**src/rtl/tnwc_pkg.sv**
```systemverilog
`default_nettype none
package tnwc_pkg;

  localparam int WindowBitsDefault = 32;
  localparam int SeqBits = 32;
  localparam int MssBits = 14;

  localparam logic [2:0] OP_OPEN     = 3'd0;
  localparam logic [2:0] OP_NEW_ACK  = 3'd1;
  localparam logic [2:0] OP_DUP_ACK  = 3'd2;
  localparam logic [2:0] OP_TIMEOUT  = 3'd3;
  localparam logic [2:0] OP_FREEZE   = 3'd4;
  localparam logic [2:0] OP_UNFREEZE = 3'd5;

  localparam logic [1:0] PHASE_CLOSED      = 2'd0;
  localparam logic [1:0] PHASE_ESTABLISHED = 2'd2;

  localparam logic [2:0] REG_MSS    = 3'd0;
  localparam logic [2:0] REG_DUPTH  = 3'd1;
  localparam logic [2:0] REG_LTX    = 3'd2;
  localparam logic [2:0] REG_IWND   = 3'd3;
  localparam logic [2:0] REG_ITHR   = 3'd4;

  // Controller to datapath.
  typedef struct packed {
    logic load;      // capture event, apply the opcode's direct updates
    logic ack_pre;   // new ACK: leave recovery / pick growth path
    logic div_start; // start congestion avoidance divide
    logic div_step;  // one quotient bit
    logic ca_apply;  // apply the divide result
    logic emit;      // load output register
  } tnwc_cmd_t;

  // Datapath to controller.
  typedef struct packed {
    logic need_div;  // congestion avoidance growth needed
    logic div_done;
  } tnwc_sts_t;

endpackage
`default_nettype wire

```
**src/rtl/tnwc_ctrl.sv**
```systemverilog
`default_nettype none
module tnwc_ctrl (
  input  wire logic              clk,
  input  wire logic              rst_n,
  input  wire logic              in_fire,
  input  wire logic              out_free,
  input  wire tnwc_pkg::tnwc_sts_t sts,
  output tnwc_pkg::tnwc_cmd_t    cmd,
  output logic                   busy
);
  import tnwc_pkg::*;

  localparam logic [2:0] S_IDLE = 3'd0;
  localparam logic [2:0] S_PRE  = 3'd1;
  localparam logic [2:0] S_DIV  = 3'd2;
  localparam logic [2:0] S_CA   = 3'd3;
  localparam logic [2:0] S_EMIT = 3'd4;

  logic [2:0] state_r, state_nxt;

  always_comb begin
    state_nxt = state_r;
    cmd = '0;
    case (state_r)
      S_IDLE: begin
        if (in_fire) begin
          cmd.load = 1'b1;
          state_nxt = S_PRE;
        end
      end
      S_PRE: begin
        cmd.ack_pre = 1'b1;
        if (sts.need_div) begin
          cmd.div_start = 1'b1;
          state_nxt = S_DIV;
        end else begin
          state_nxt = S_EMIT;
        end
      end
      S_DIV: begin
        cmd.div_step = 1'b1;
        if (sts.div_done) state_nxt = S_CA;
      end
      S_CA: begin
        cmd.ca_apply = 1'b1;
        state_nxt = S_EMIT;
      end
      S_EMIT: begin
        if (out_free) begin
          cmd.emit = 1'b1;
          state_nxt = S_IDLE;
        end
      end
      default: state_nxt = S_IDLE;
    endcase
  end

  assign busy = (state_r != S_IDLE);

  always_ff @(posedge clk) begin
    if (!rst_n) state_r <= S_IDLE;
    else state_r <= state_nxt;
  end
endmodule
`default_nettype wire

```
**src/rtl/tnwc_dp.sv**
```systemverilog
`default_nettype none
module tnwc_dp #(
  parameter int WINDOW_BITS = tnwc_pkg::WindowBitsDefault
) (
  input  wire logic                   clk,
  input  wire logic                   rst_n,
  input  wire tnwc_pkg::tnwc_cmd_t    cmd,
  output tnwc_pkg::tnwc_sts_t         sts,
  input  wire logic                   cfg_we,
  input  wire logic [2:0]             cfg_addr,
  input  wire logic [31:0]            cfg_wdata,
  input  wire logic [2:0]             ev_op,
  input  wire logic [31:0]            ev_ack,
  input  wire logic [31:0]            ev_head,
  input  wire logic [31:0]            ev_high,
  input  wire logic [31:0]            ev_flight,
  input  wire logic [7:0]             ev_dups,
  input  wire logic                   ev_unsent,
  input  wire logic [1:0]             ev_phase,
  input  wire logic [31:0]            ev_pwin,
  output logic [WINDOW_BITS-1:0]      res_cwnd,
  output logic [WINDOW_BITS-1:0]      res_ssth,
  output logic [WINDOW_BITS-1:0]      res_swnd,
  output logic [6:0]                  res_flags
);
  import tnwc_pkg::*;

  localparam int W = WINDOW_BITS;
  localparam int DivCntBits = $clog2(2 * MssBits + 1);
  localparam logic [W:0] WinMax = {1'b0, {W{1'b1}}};

  function automatic logic [W-1:0] clampw(input logic [32:0] v);
    logic [32:0] m;
    m = 33'(WinMax);
    clampw = (v > m) ? W'(m) : W'(v);
  endfunction

  function automatic logic seq_lt(input logic [31:0] a, input logic [31:0] b);
    logic [31:0] d;
    d = a - b;
    seq_lt = d[31];
  endfunction

  // Configuration.
  logic [MssBits-1:0] mss_r;
  logic [7:0]  dupth_r;
  logic        ltx_r;
  logic [4:0]  iwnd_r;
  logic [31:0] ithr_r;

  always_ff @(posedge clk) begin
    if (!rst_n) begin
      mss_r <= MssBits'(536);
      dupth_r <= 8'd3;
      ltx_r <= 1'b0;
      iwnd_r <= 5'd1;
      ithr_r <= 32'd65535;
    end else if (cfg_we) begin
      case (cfg_addr)
        REG_MSS:   mss_r <= cfg_wdata[MssBits-1:0];
        REG_DUPTH: dupth_r <= cfg_wdata[7:0];
        REG_LTX:   ltx_r <= cfg_wdata[0];
        REG_IWND:  iwnd_r <= cfg_wdata[4:0];
        REG_ITHR:  ithr_r <= cfg_wdata;
        default: ;
      endcase
    end
  end

  // Connection state.
  logic [W-1:0] cwnd_r, cwnd_nxt, ssth_r, ssth_nxt, pwin_r, pwin_nxt;
  logic [W-1:0] scwnd_r, scwnd_nxt, sssth_r, sssth_nxt, spwin_r, spwin_nxt;
  logic         rec_r, rec_nxt, frz_r, frz_nxt;
  logic [31:0]  recpt_r, recpt_nxt;
  // Captured event fields.
  logic [31:0]  flight_r;
  logic [W-1:0] mssw_r;
  logic         grow_r, grow_nxt;
  logic [6:0]   fl_r, fl_nxt;  // rtx,pend,new,dbl,head (low 5 used)

  // Divider: mss*mss / cwnd, restoring, one bit per cycle.
  localparam int QB = 2 * MssBits;
  logic [QB-1:0]          quo_r, quo_nxt;
  logic [W:0]             rem_r, rem_nxt;
  logic [W-1:0]           dvs_r, dvs_nxt;
  logic [DivCntBits-1:0]  cnt_r, cnt_nxt;
  logic [QB-1:0]          sq_r;

  logic [W:0] rtrial;
  logic [W:0] rem_sh;
  logic [31:0] ld_full;
  logic [32:0] lt_thr, sum_a;
  logic [31:0] dec;
  logic [W-1:0] tmp_w;
  logic [QB-1:0] add_amt;

  always_comb begin
    logic [31:0] half, two;
    cwnd_nxt = cwnd_r; ssth_nxt = ssth_r; pwin_nxt = pwin_r;
    scwnd_nxt = scwnd_r; sssth_nxt = sssth_r; spwin_nxt = spwin_r;
    rec_nxt = rec_r; frz_nxt = frz_r; recpt_nxt = recpt_r;
    grow_nxt = grow_r; fl_nxt = fl_r;
    quo_nxt = quo_r; rem_nxt = rem_r; dvs_nxt = dvs_r; cnt_nxt = cnt_r;
    rtrial = '0; rem_sh = '0; ld_full = '0; sum_a = '0; dec = '0;
    tmp_w = '0; add_amt = '0;
    two = 32'(mss_r) << 1;
    half = ev_flight >> 1;
    lt_thr = {1'b0, (half > two) ? half : two};

    if (cmd.load) begin
      fl_nxt = '0;
      grow_nxt = 1'b0;
      case (ev_op)
        OP_OPEN: begin
          ld_full = 32'(iwnd_r) * 32'(mss_r);
          cwnd_nxt = clampw({1'b0, ld_full});
          ssth_nxt = clampw({1'b0, ithr_r});
          pwin_nxt = clampw({1'b0, ev_pwin});
          rec_nxt = 1'b0; frz_nxt = 1'b0;
        end
        OP_NEW_ACK: begin
          if (!frz_r) begin
            pwin_nxt = clampw({1'b0, ev_pwin});
            fl_nxt[1] = 1'b1;
            if (rec_r && seq_lt(ev_ack, recpt_r)) begin
              dec = ev_ack - ev_head;
              tmp_w = (33'(dec) > 33'(cwnd_r)) ? '0 : cwnd_r - W'(dec);
              cwnd_nxt = clampw(33'(tmp_w) + 33'(mss_r));
              fl_nxt[0] = 1'b1;
            end else begin
              grow_nxt = 1'b1;
            end
          end
        end
        OP_DUP_ACK: begin
          if (!frz_r) begin
            pwin_nxt = clampw({1'b0, ev_pwin});
            if (ev_dups == dupth_r && !rec_r) begin
              tmp_w = clampw(lt_thr);
              ssth_nxt = tmp_w;
              cwnd_nxt = clampw(33'(tmp_w) + 33'(mss_r) * 33'd3);
              recpt_nxt = ev_high;
              rec_nxt = 1'b1;
              fl_nxt[0] = 1'b1;
            end else if (rec_r) begin
              cwnd_nxt = clampw(33'(cwnd_r) + 33'(mss_r));
              fl_nxt[1] = 1'b1;
            end else if (ltx_r && ev_unsent) begin
              fl_nxt[2] = 1'b1;
            end
          end
        end
        OP_TIMEOUT: begin
          rec_nxt = 1'b0;
          if (!frz_r && ev_phase != PHASE_CLOSED &&
              !(ev_phase <= PHASE_ESTABLISHED && !seq_lt(ev_head, ev_high))) begin
            ssth_nxt = clampw(lt_thr);
            cwnd_nxt = clampw(33'(mss_r));
            fl_nxt[0] = 1'b1; fl_nxt[3] = 1'b1; fl_nxt[4] = 1'b1;
          end
        end
        OP_FREEZE: begin
          if (ev_phase == PHASE_ESTABLISHED && !frz_r) begin
            scwnd_nxt = cwnd_r; sssth_nxt = ssth_r; spwin_nxt = pwin_r;
            cwnd_nxt = '0; ssth_nxt = '0; pwin_nxt = '0;
            frz_nxt = 1'b1;
          end
        end
        OP_UNFREEZE: begin
          if (ev_phase == PHASE_ESTABLISHED && frz_r) begin
            cwnd_nxt = scwnd_r; ssth_nxt = sssth_r; pwin_nxt = spwin_r;
            frz_nxt = 1'b0;
            fl_nxt[1] = 1'b1;
          end
        end
        default: ;
      endcase
    end

    if (cmd.ack_pre && grow_r) begin
      tmp_w = cwnd_r;
      if (rec_r) begin
        sum_a = 33'(flight_r) + 33'(mssw_r);
        tmp_w = clampw(sum_a);
        if (!(tmp_w < ssth_r)) tmp_w = ssth_r;
        rec_nxt = 1'b0;
      end
      if (tmp_w < ssth_r) begin
        cwnd_nxt = clampw(33'(tmp_w) + 33'(mssw_r));
      end else begin
        cwnd_nxt = tmp_w;
      end
      dvs_nxt = (tmp_w == '0) ? W'(1) : tmp_w;
      quo_nxt = '0;
      rem_nxt = '0;
      cnt_nxt = DivCntBits'(QB);
    end

    if (cmd.div_step) begin
      rem_sh = {rem_r[W-1:0], sq_r[cnt_r[DivCntBits-1:0] - 1'b1]};
      rtrial = rem_sh - {1'b0, dvs_r};
      if (!rtrial[W]) begin
        rem_nxt = rtrial;
        quo_nxt = {quo_r[QB-2:0], 1'b1};
      end else begin
        rem_nxt = rem_sh;
        quo_nxt = {quo_r[QB-2:0], 1'b0};
      end
      cnt_nxt = cnt_r - 1'b1;
    end

    if (cmd.ca_apply) begin
      add_amt = (quo_r == '0) ? QB'(1) : quo_r;
      cwnd_nxt = clampw(33'(cwnd_r) + 33'(add_amt));
    end
  end

  // Growth path chosen in the pre cycle, from the pre-update window.
  logic [W-1:0] pre_w;
  always_comb begin
    pre_w = cwnd_r;
    if (rec_r) begin
      pre_w = clampw(33'(flight_r) + 33'(mssw_r));
      if (!(pre_w < ssth_r)) pre_w = ssth_r;
    end
  end
  assign sts.need_div = grow_r && !(pre_w < ssth_r);
  assign sts.div_done = (cnt_r == DivCntBits'(1));

  always_ff @(posedge clk) begin
    if (!rst_n) begin
      cwnd_r <= '0; ssth_r <= clampw(33'd65535); pwin_r <= '0;
      scwnd_r <= '0; sssth_r <= '0; spwin_r <= '0;
      rec_r <= 1'b0; frz_r <= 1'b0; recpt_r <= '0;
      grow_r <= 1'b0; cnt_r <= '0;
    end else begin
      cwnd_r <= cwnd_nxt; ssth_r <= ssth_nxt; pwin_r <= pwin_nxt;
      scwnd_r <= scwnd_nxt; sssth_r <= sssth_nxt; spwin_r <= spwin_nxt;
      rec_r <= rec_nxt; frz_r <= frz_nxt; recpt_r <= recpt_nxt;
      grow_r <= grow_nxt; cnt_r <= cnt_nxt;
    end
  end

  always_ff @(posedge clk) begin
    fl_r <= fl_nxt;
    quo_r <= quo_nxt; rem_r <= rem_nxt; dvs_r <= dvs_nxt;
    if (cmd.load) begin
      flight_r <= ev_flight;
      mssw_r <= W'(mss_r);
      sq_r <= QB'(mss_r) * QB'(mss_r);
    end
    if (cmd.emit) begin
      res_cwnd <= cwnd_r;
      res_ssth <= ssth_r;
      res_swnd <= (pwin_r < cwnd_r) ? pwin_r : cwnd_r;
      res_flags <= {fl_r[4:0], frz_r, rec_r};
    end
  end
endmodule
`default_nettype wire

```
**src/rtl/tcp_newreno_window_control.sv**
```systemverilog
`default_nettype none
// Channel | Direction | Handshake            | Payload
// in_     | input     | in_tvalid/in_tready  | in_tdata: event fields
// out_    | output    | out_tvalid/out_tready| out_tdata: windows and flags
// cfg_    | input     | cfg_we, no wait      | cfg_addr, cfg_wdata
//
// One event is processed at a time. For most events the controller goes from the
// input transfer through the pre state to the emit state, which loads the output
// register and sets out_tvalid; the next event can transfer once back in idle.
// A new ACK that grows the window in congestion avoidance runs the mss*mss/cwnd
// restoring divider, one quotient bit per cycle for 28 bits, and applies the
// result before the emit state. Reset (rst_n low, synchronous) loads the register
// defaults and resets the connection state. The result waits in the output
// register while out_tready is low; a new event is taken only after the previous
// result has been loaded into that register, so a stalled output holds off the input.
module tcp_newreno_window_control #(
  parameter int WINDOW_BITS = tnwc_pkg::WindowBitsDefault
) (
  input  wire logic         clk,
  input  wire logic         rst_n,
  input  wire logic         in_tvalid,
  output logic              in_tready,
  // opcode[2:0], ack_number[34:3], oldest_unacked[66:35], highest_sent[98:67],
  // flight_bytes[130:99], dup_count[138:131], unsent_pending[139],
  // connection_phase[141:140], peer_window[173:142], zero fill to 175.
  input  wire logic [175:0] in_tdata,
  output logic              out_tvalid,
  input  wire logic         out_tready,
  // congestion_window, slow_start_threshold, send_window (WINDOW_BITS each),
  // then fast_recovery, is_frozen, retransmit_now, send_pending,
  // send_new_segment, double_timeout, restart_from_head, zero fill.
  output logic [((3*WINDOW_BITS+7+7)/8)*8-1:0] out_tdata,
  input  wire logic         cfg_we,
  input  wire logic [2:0]   cfg_addr,
  input  wire logic [31:0]  cfg_wdata
);
  import tnwc_pkg::*;

  localparam int W = WINDOW_BITS;
  localparam int OutBits = ((3 * W + 7 + 7) / 8) * 8;

  tnwc_cmd_t cmd;
  tnwc_sts_t sts;
  logic busy, in_fire, out_free;
  logic ovalid_r;
  logic [W-1:0] r_cwnd, r_ssth, r_swnd;
  logic [6:0] r_flags;

  assign in_tready = !busy;
  assign in_fire = in_tvalid && in_tready;
  assign out_free = !ovalid_r || out_tready;

  tnwc_ctrl u_ctrl (
    .clk(clk), .rst_n(rst_n), .in_fire(in_fire), .out_free(out_free),
    .sts(sts), .cmd(cmd), .busy(busy)
  );

  tnwc_dp #(.WINDOW_BITS(WINDOW_BITS)) u_dp (
    .clk(clk), .rst_n(rst_n), .cmd(cmd), .sts(sts),
    .cfg_we(cfg_we), .cfg_addr(cfg_addr), .cfg_wdata(cfg_wdata),
    .ev_op(in_tdata[2:0]), .ev_ack(in_tdata[34:3]), .ev_head(in_tdata[66:35]),
    .ev_high(in_tdata[98:67]), .ev_flight(in_tdata[130:99]),
    .ev_dups(in_tdata[138:131]), .ev_unsent(in_tdata[139]),
    .ev_phase(in_tdata[141:140]), .ev_pwin(in_tdata[173:142]),
    .res_cwnd(r_cwnd), .res_ssth(r_ssth), .res_swnd(r_swnd), .res_flags(r_flags)
  );

  // The output valid bit follows the emit command and drops on a transfer.
  always_ff @(posedge clk) begin
    if (!rst_n) ovalid_r <= 1'b0;
    else if (cmd.emit) ovalid_r <= 1'b1;
    else if (out_tready) ovalid_r <= 1'b0;
  end

  assign out_tvalid = ovalid_r;
  assign out_tdata = OutBits'({r_flags, r_swnd, r_ssth, r_cwnd});
endmodule
`default_nettype wire
```
**config.mk**
```make
export PLATFORM = sky130hd
export DESIGN_NAME = tcp_newreno_window_control
export DESIGN_NICKNAME = d
export VERILOG_FILES = /design/src/rtl/tnwc_pkg.sv /design/src/rtl/tnwc_ctrl.sv /design/src/rtl/tnwc_dp.sv /design/src/rtl/tcp_newreno_window_control.sv
export SDC_FILE = /design/constraint.sdc
export NUM_CORES = 2
export LEC_CHECK = 0
export BUFFER_PORTS_ARGS = -buffer_cell sky130_fd_sc_hd__buf_2
export CAP_MARGIN = 0
export CORE_MARGIN = 3
export CORE_UTILIZATION = 55
export CTS_BUF_LIST = sky130_fd_sc_hd__clkbuf_4
export DETAILED_ROUTE_END_ITERATION = 8
export PLACE_DENSITY = 0.74
export SKIP_LAST_GASP = 1
export SYNTH_ARGS = -nofsm -noshare
export SYNTH_HDL_FRONTEND = slang
export SYNTH_SLANG_ARGS = --single-unit
```
**constraint.sdc**
```tcl
create_clock -name clk -period 12.74 [get_ports clk]
set_input_delay 1.274 -clock clk [delete_from_list [all_inputs] [get_ports clk]]
set_output_delay 1.274 -clock clk [all_outputs]
set_load 0.02 [all_outputs]
```
; ---- After elaboration in Yosys (flattened, before gate mapping)
; Index checks and enable logic that the tools add are counted.
[word_totals]
regBits = 570
input_bits = 216
out_inout_bits = 106
word_cells = 225
[classes]
n_addsub = 12
mul = 3
magnitude_cmp = 14
eq_ne = 32
n_mux = 83
bitwise = 2
n_reduce_logical = 48
[op_table]
columns = op, count
row1 = 2-to-1 mux 32 bit, 32
row2 = "> comparator 33 x 32 -> 1 bit, second input constant", 6
row3 = case mux 32 bit (6 select lines), 1
row4 = case mux 32 bit (5 select lines), 1
row5 = adder 32 x 14 -> 33 bit, 4
row6 = < comparator 32 bit, 4
row7 = case mux 32 bit (4 select lines), 1
row8 = subtractor 32 bit, 4
row9 = 2-to-1 mux 28 bit, 3
row10 = adder 32 x 16 -> 33 bit, 1
row11 = adder 32 x 28 -> 33 bit, 1
row12 = subtractor 33 x 32 -> 33 bit, 1
row13 = > comparator 32 bit, 1
row14 = zero test 32 bit, 1
row15 = > comparator 31 x 15 -> 1 bit, 1
row16 = 2-to-1 mux 31 bit, 1
row17 = zero test 28 bit, 1
row18 = multiplier 14 x 14 -> 28 bit, 1
row19 = 2-to-1 mux 1 bit, 28
row20 = multiplier 5 x 14 -> 19 bit, 1
row21 = "equality test 3 x 2 -> 1 bit, second input constant", 6
row22 = "multiplier 14 x 2 -> 16 bit, second input constant", 1
row23 = "inequality test 4 x 2 -> 1 bit, second input constant", 4
row24 = case mux 3 bit (5 select lines), 1
row25 = 36 further kinds, 88

; ---- Logic depth before layout (Yosys ltp)
[depth]
depth_word = 19
mapped_depth = 45
ltp_nobuf = 41

; ---- By module
; From an unflattened synthesis, not the netlist that was laid out.
[unflattened]
hier_cells = 5718
hier_area_um2 = 48342.6
[modules_own_cells]
columns = mod, instances, cells_each, area_per_inst_um2, seq_area_each_um2
row1 = tnwc_dp, 1, 5688, 48097.4, 13953.4
row2 = tnwc_ctrl, 1, 22, 175.2, 60.1
row3 = tcp_newreno_window_control, 1, 8, 70.1, 20.0

; ---- Worst setup path after synthesis
; No wires, ideal clock.
[synth_path]
path_kind = input to register
from = input in_tdata[36]
to = register u_dp.cwnd_r[7]
setup_ns = 0.195
arrival_ns = 9.019
required_ns = 12.545
slack_ns = 3.526
path_stages = 40
path_buffers = 3
path_cell_list = inv_1 -> ha_1 -> nor2b_1 -> o21ai_0 -> a21boi_0 -> o21a_1 -> o311ai_0 -> o211ai_1 -> o211ai_1 -> nand3_1 -> o41ai_1 -> o21ai_0 -> or4b_2 -> nand2_1 -> xor2_1 -> ha_1 -> a21o_1 -> a21o_1 -> [... 4 more ...] -> nor2_1 -> ha_1 -> fa_1 -> a21o_1 -> nand2_1 -> a21oi_1 -> o22a_1 -> a211oi_1 -> a21o_1 -> a21oi_1 -> nand2_1 -> nor3_4 -> and3_1 -> buf_2 -> o21ai_0 -> nand2_1 -> a2111oi_0 -> a211oi_1
[synth_via]
elab_chain_len = 12
word_cells_on_any_way = 20
classes_between = 4 x add/sub / 2 x order compare / 1 x eq/ne / 8 x mux / 5 x reduce/logical
[synth_rtl]
columns = element, line_no
row1 = start: declaration, tcp_newreno_window_control.sv:26  ; input wire logic [175:0] in_tdata,
row2 = subtractor 32 bit, tnwc_dp.sv:126  ; dec = ev_ack - ev_head;
row3 = subtractor 32 bit / > comparator 32 bit (equally long branches), tnwc_dp.sv:127  ; tmp_w = (33'(dec) > 33'(cwnd_r)) ? '0 : cwnd_r - W'(dec);
row4 = 2-to-1 mux 32 bit, tnwc_dp.sv:127
row5 = adder 32 x 14 -> 33 bit, tnwc_dp.sv:128  ; cwnd_nxt = clampw(33'(tmp_w) + 33'(mss_r));
row6 = > comparator 33 x 32 -> 1 bit, tnwc_dp.sv:35  ; clampw = (v > m) ? W'(m) : W'(v);
row7 = 2-to-1 mux 32 bit, tnwc_dp.sv:35
row8 = 2-to-1 mux 32 bit, tnwc_dp.sv:125  ; if (rec_r && seq_lt(ev_ack, recpt_r)) begin
row9 = 2-to-1 mux 32 bit, tnwc_dp.sv:122  ; if (!frz_r) begin
row10 = case mux 32 bit (6 select lines), tnwc_dp.sv:113  ; case (ev_op)
row11 = 2-to-1 mux 32 bit, tnwc_dp.sv:110  ; if (cmd.load) begin
row12 = 2-to-1 mux 32 bit, tnwc_dp.sv:180  ; if (cmd.ack_pre && grow_r) begin
row13 = 2-to-1 mux 32 bit, tnwc_dp.sv:212  ; if (cmd.ca_apply) begin
row14 = end signal: assignment, tnwc_dp.sv:237  ; cwnd_r <= cwnd_nxt; ssth_r <= ssth_nxt; pwin_r <= pwin_nxt;
row15 = end: declaration, tnwc_dp.sv:71  ; logic [W-1:0] cwnd_r, cwnd_nxt, ssth_r, ssth_nxt, pwin_r, pwin_nxt;
; Several ways; a longest one is shown, not always the timed one. The select of a mux whose other input is x is not followed.
; A chain may end at the register's enable or synchronous reset.

==> summary.md <==
| Metric | Value |
|---|---|
| Outcome | `completed` |
| Final Instance Count excl. Fillers | `6945` |
| CTS hold repair buffers | `0` |
| Synth area leader | `edfxtp_1` |
| Syn nets | `6267` |
| Netlist cell types | `between 100 and 150` |
| Number of flops mapped to enable cells by yosys | `270` |
| Post-layout instance area | `slightly above 50000 um^2` |
| Worst IR Drop VDD | `87.9 uV` |
| Internal Pwr Total | `3.29 mW` |
| Vias in the first global route | `41200` |
| YS warnings | `0` |
| Die Height | `297 um` |
| Net Sw Power | `1.72 mW` |
| Insertion delay to the later sink of the worst-skew pair | `1.11 ns` |
| Die footprint | `88500 um^2` |
| Initial Utilization | `0.556` |
| Worst Path Arrival | `11.20 ns` |
| Post-route clock skew | `~0.08 ns` |
| Post-CTS resize count | `0` |
| Tmin final | `10.23 ns` |
| Root Buffer | `clkbuf_4` |
| Via count | `42900` |
| Pins Over Slew Limit | `0` |
| Port buffer count | `318` |
| Clock transition at the registers of the reported paths | `0.08 ns` |
| CP max-delay cell | `o21a_1` |
| Critical path required time | `13.70 ns` |
| CTS tree | `built` |
| Total of max-cap violations | `0` |
| Sw Share | `0.344` |
| Iteration count of the initial detailed-routing pass | `9` |
| CP Buf/Inv Count | `3` |
| Number of CTS-inserted buffers | `155` |
| Top-count cell post-synth | `nand2_1` |
| WL final | `159000 um` |
| Crit path largest cell delay | `around 0.91 ns` |
| Postcts setup bufs | `0` |
| Critical Path Start Type | `flip-flop` |
| Initial antenna violation count | `8` |
| CTS max path bufs | `3` |
| Die W | `297 um` |
| Synth area leaders | `edfxtp_1, ha_1, dfxtp_1` |
| First-pass GRT wire length | `241000 um` |
| Flops & latches, synth | `566` |
| Core box area | `84000 um^2` |
| Family with the most delay on the worst path | `compound AO/OA/AOI/OAI gates` |
| ANT nets after route | `0` |
| Most frequent CP cell | `a21o_1` |
| Ports | `approximately 320` |
| Final hold vios | `0` |
| Worst slew pin tran | `between 1 and 1.5 ns` |
| Tot GR Track Use | `0.352` |
| Crit. path cell count | `35` |
| Routed len/inst | `22.9 um` |
| Hpwl dp | `121000 um` |
| Fraction of layout cells with a size suffix above 1 | `0.141` |
| Area grow syn2layout | `10.0%` |
| FP Rows | `between 100 and 150` |
| Synth Cell Area | `about 47000 um^2` |
| DRC viols | `0` |
| Gpl congestion | `0.993` |
| Clock share of power | `0.343` |
| Crit path max fanout | `27` |
| Crit. End Element | `flip-flop` |
| Pin count of the biggest net entering global routing | `83` |
| Vias per cell | `6.18` |
| Max H-tree Level | `4` |
| Final Net Count | `6567` |
| Hold Path Stages | `3` |
| Combinational power share | `0.255` |
| Inst Count DP | `6656` |
| Async SR Flop Fraction | `0` |
| Leak | `around 23 nW` |
| DRT iter0 DRCs | `4182` |
| RSZ-0062 raised after global routing | `false` |
| Fmax | `0.0977 GHz` |
| Total grt overflow | `0` |
| Cell Area, Placed | `49400 um^2` |
| Setup CP Type | `flip-flop to flip-flop` |
| P per Cell Area | `97.6 nW/um^2` |
| Syn Inst Count | `5379` |
| FF-to-FF path depth | `35` |
| Final Cycle Share | `0.803` |
| Clk sinks | `566` |
| Top_reg_cell synth | `dfxtp_1` |
| Share of the synthesized area in the top cell type | `0.174` |
| Top cells by count, synth | `nand2_1, ha_1, a21oi_1, inv_1, nor2_1` |
| TNS Setup | `0 ns` |
| Rel. slew slack | `0.260` |
| Final setup vio count | `0` |
| Worst Hold Class | `input pin to flip-flop` |
| Register area share after synthesis | `0.300` |
| Syn avg cell area | `just under 9 um^2` |
| Sequential power share | `0.402` |
| Fillers | `7482` |
[metal layers]
metal / part of all wire / global-route usage / up-vias
li1: - / - / 19900
met1: 0.41 / 0.466 / 20400
met2: 0.44 / 0.537 / 2105
met3: 0.093 / 0.0696 / 470
met4: 0.062 / 0.204 / 6
met5: 0.00018 / 0 / -
[final timing paths]
kind	from	end	slack (ns)
max reg2reg	u_dp.sq_r[0]$_DFFE_PP_	u_dp.cwnd_r[31]$_SDFFE_PN0P_	2.51
min reg2reg	u_dp.fl_r[2]$_SDFFCE_PP0P_	u_dp.res_flags[4]$_DFFE_PP_	0.43
max	u_dp.sq_r[0]$_DFFE_PP_	u_dp.cwnd_r[31]$_SDFFE_PN0P_	2.51
min	cfg_wdata[14]	u_dp.ithr_r[14]$_SDFFE_PN1P_	0.41
[logic make-up (layout without fill, tap and decap cells)]
group | after synthesis | in the layout | synth area share
other | 1 | 7 | 0.0000803
and+or+nand+nor | 1750 | 1750 | 0.176
buffers and inverters | 700 | 1126 | 0.0596
muxes | 64 | 64 | 0.0165
adders and majority gates | 672 | 672 | 0.208
xor gates and xnor gates | 248 | 248 | 0.0465
AOI/OAI and AO/OA | 1378 | 1378 | 0.193
DFF | 566 | 566 | 0.300
[worst register-to-register path, delay by kind of cell, from the launching register on]
kind	cells	cell delay, ns
mux	1	0.35
buf+inv	3	0.30
flops	1	0.49
simple gates	9	2.34
fa+ha+maj	4	1.19
compound gates	18	5.46
[cell usage in the layout (no fill, tap or decap), types with 34 or more instances in the layout]
master / count
nand2b_1: 65
nand2_1: 725
a311oi_1: 40
inv_1: 420
clkbuf_4: 226
a21oi_1: 457
nor3_1: 79
fa_1: 175
nor2_1: 359
nor2b_1: 56
ha_1: 497
and2_1: 59
buf_2: 318
a21o_1: 105
a221oi_1: 40
mux2_2: 41
nand3_1: 132
a211oi_1: 55
nor4_1: 34
buf_4: 95
clkinv_1: 37
dfxtp_1: 295
and3_1: 61
nand4_1: 54
o21ai_0: 248
o21a_1: 42
xor2_1: 91
xnor2_1: 155
a31oi_1: 52
o211ai_1: 36
edfxtp_1: 270
[power groups by stage]
| stage | clock network [mW] | registers [mW] | logic, mW |
|---|---|---|---|
| 6_report | 1.72 | 2.02 | 1.28 |
| 3_5_place_dp | 0 | 2.06 | 1.24 |
| 5_1_grt | 1.84 | 2.02 | 1.40 |
| 3_3_place_gp | 0 | 2.06 | 1.23 |
| 2_1_floorplan | 0 | 2.06 | 0.855 |
| 4_1_cts | 1.75 | 2.02 | 1.25 |
[registers in the layout (all words and copies together), names as in the netlist, 6 cells and up]
register        count
u_dp.sq_r          27
u_dp.ssth_r        32
u_dp.mssw_r        13
u_dp.sssth_r       32
u_dp.res_cwnd      32
u_dp.dupth_r        8
u_dp.res_swnd      32
u_dp.spwin_r       32
u_dp.pwin_r        32
u_dp.recpt_r       32
u_dp.quo_r         28
u_dp.cwnd_r        32
u_dp.dvs_r         32
u_dp.ithr_r        32
u_dp.rem_r         32
u_dp.scwnd_r       32
u_dp.mss_r         14
u_dp.res_flags      6
u_dp.res_ssth      32
u_dp.flight_r      32
[layout make-up]
type                            count  area, um^2  share of cell area
Timing Repair Buffer              413        2300              0.0448
Inverter                          430        1620              0.0316
Clock inverter                     57         332             0.00645
Multi-Input combinational cell   4113       30000               0.583
Tap cell                         1134        1420              0.0276
Sequential cell                   566       14000               0.273
Clock buffer                      226        1700              0.0330
Antenna cell                        6        15.0            0.000292
[per-stage QoR]
step           setup slack (ns)  hold WS [ns]  power (mW)  utilization
6_report                   2.51         0.406        5.02        0.612
5_1_grt                    1.91         0.379        5.26        0.612
4_1_cts                    2.80         0.299        5.02        0.612
3_5_place_dp               2.12         0.416        3.30        0.588
3_3_place_gp               2.17         0.405        3.28        0.588
2_1_floorplan              3.53         0.400        2.91            -
Power figures use the tool's default switching activity.
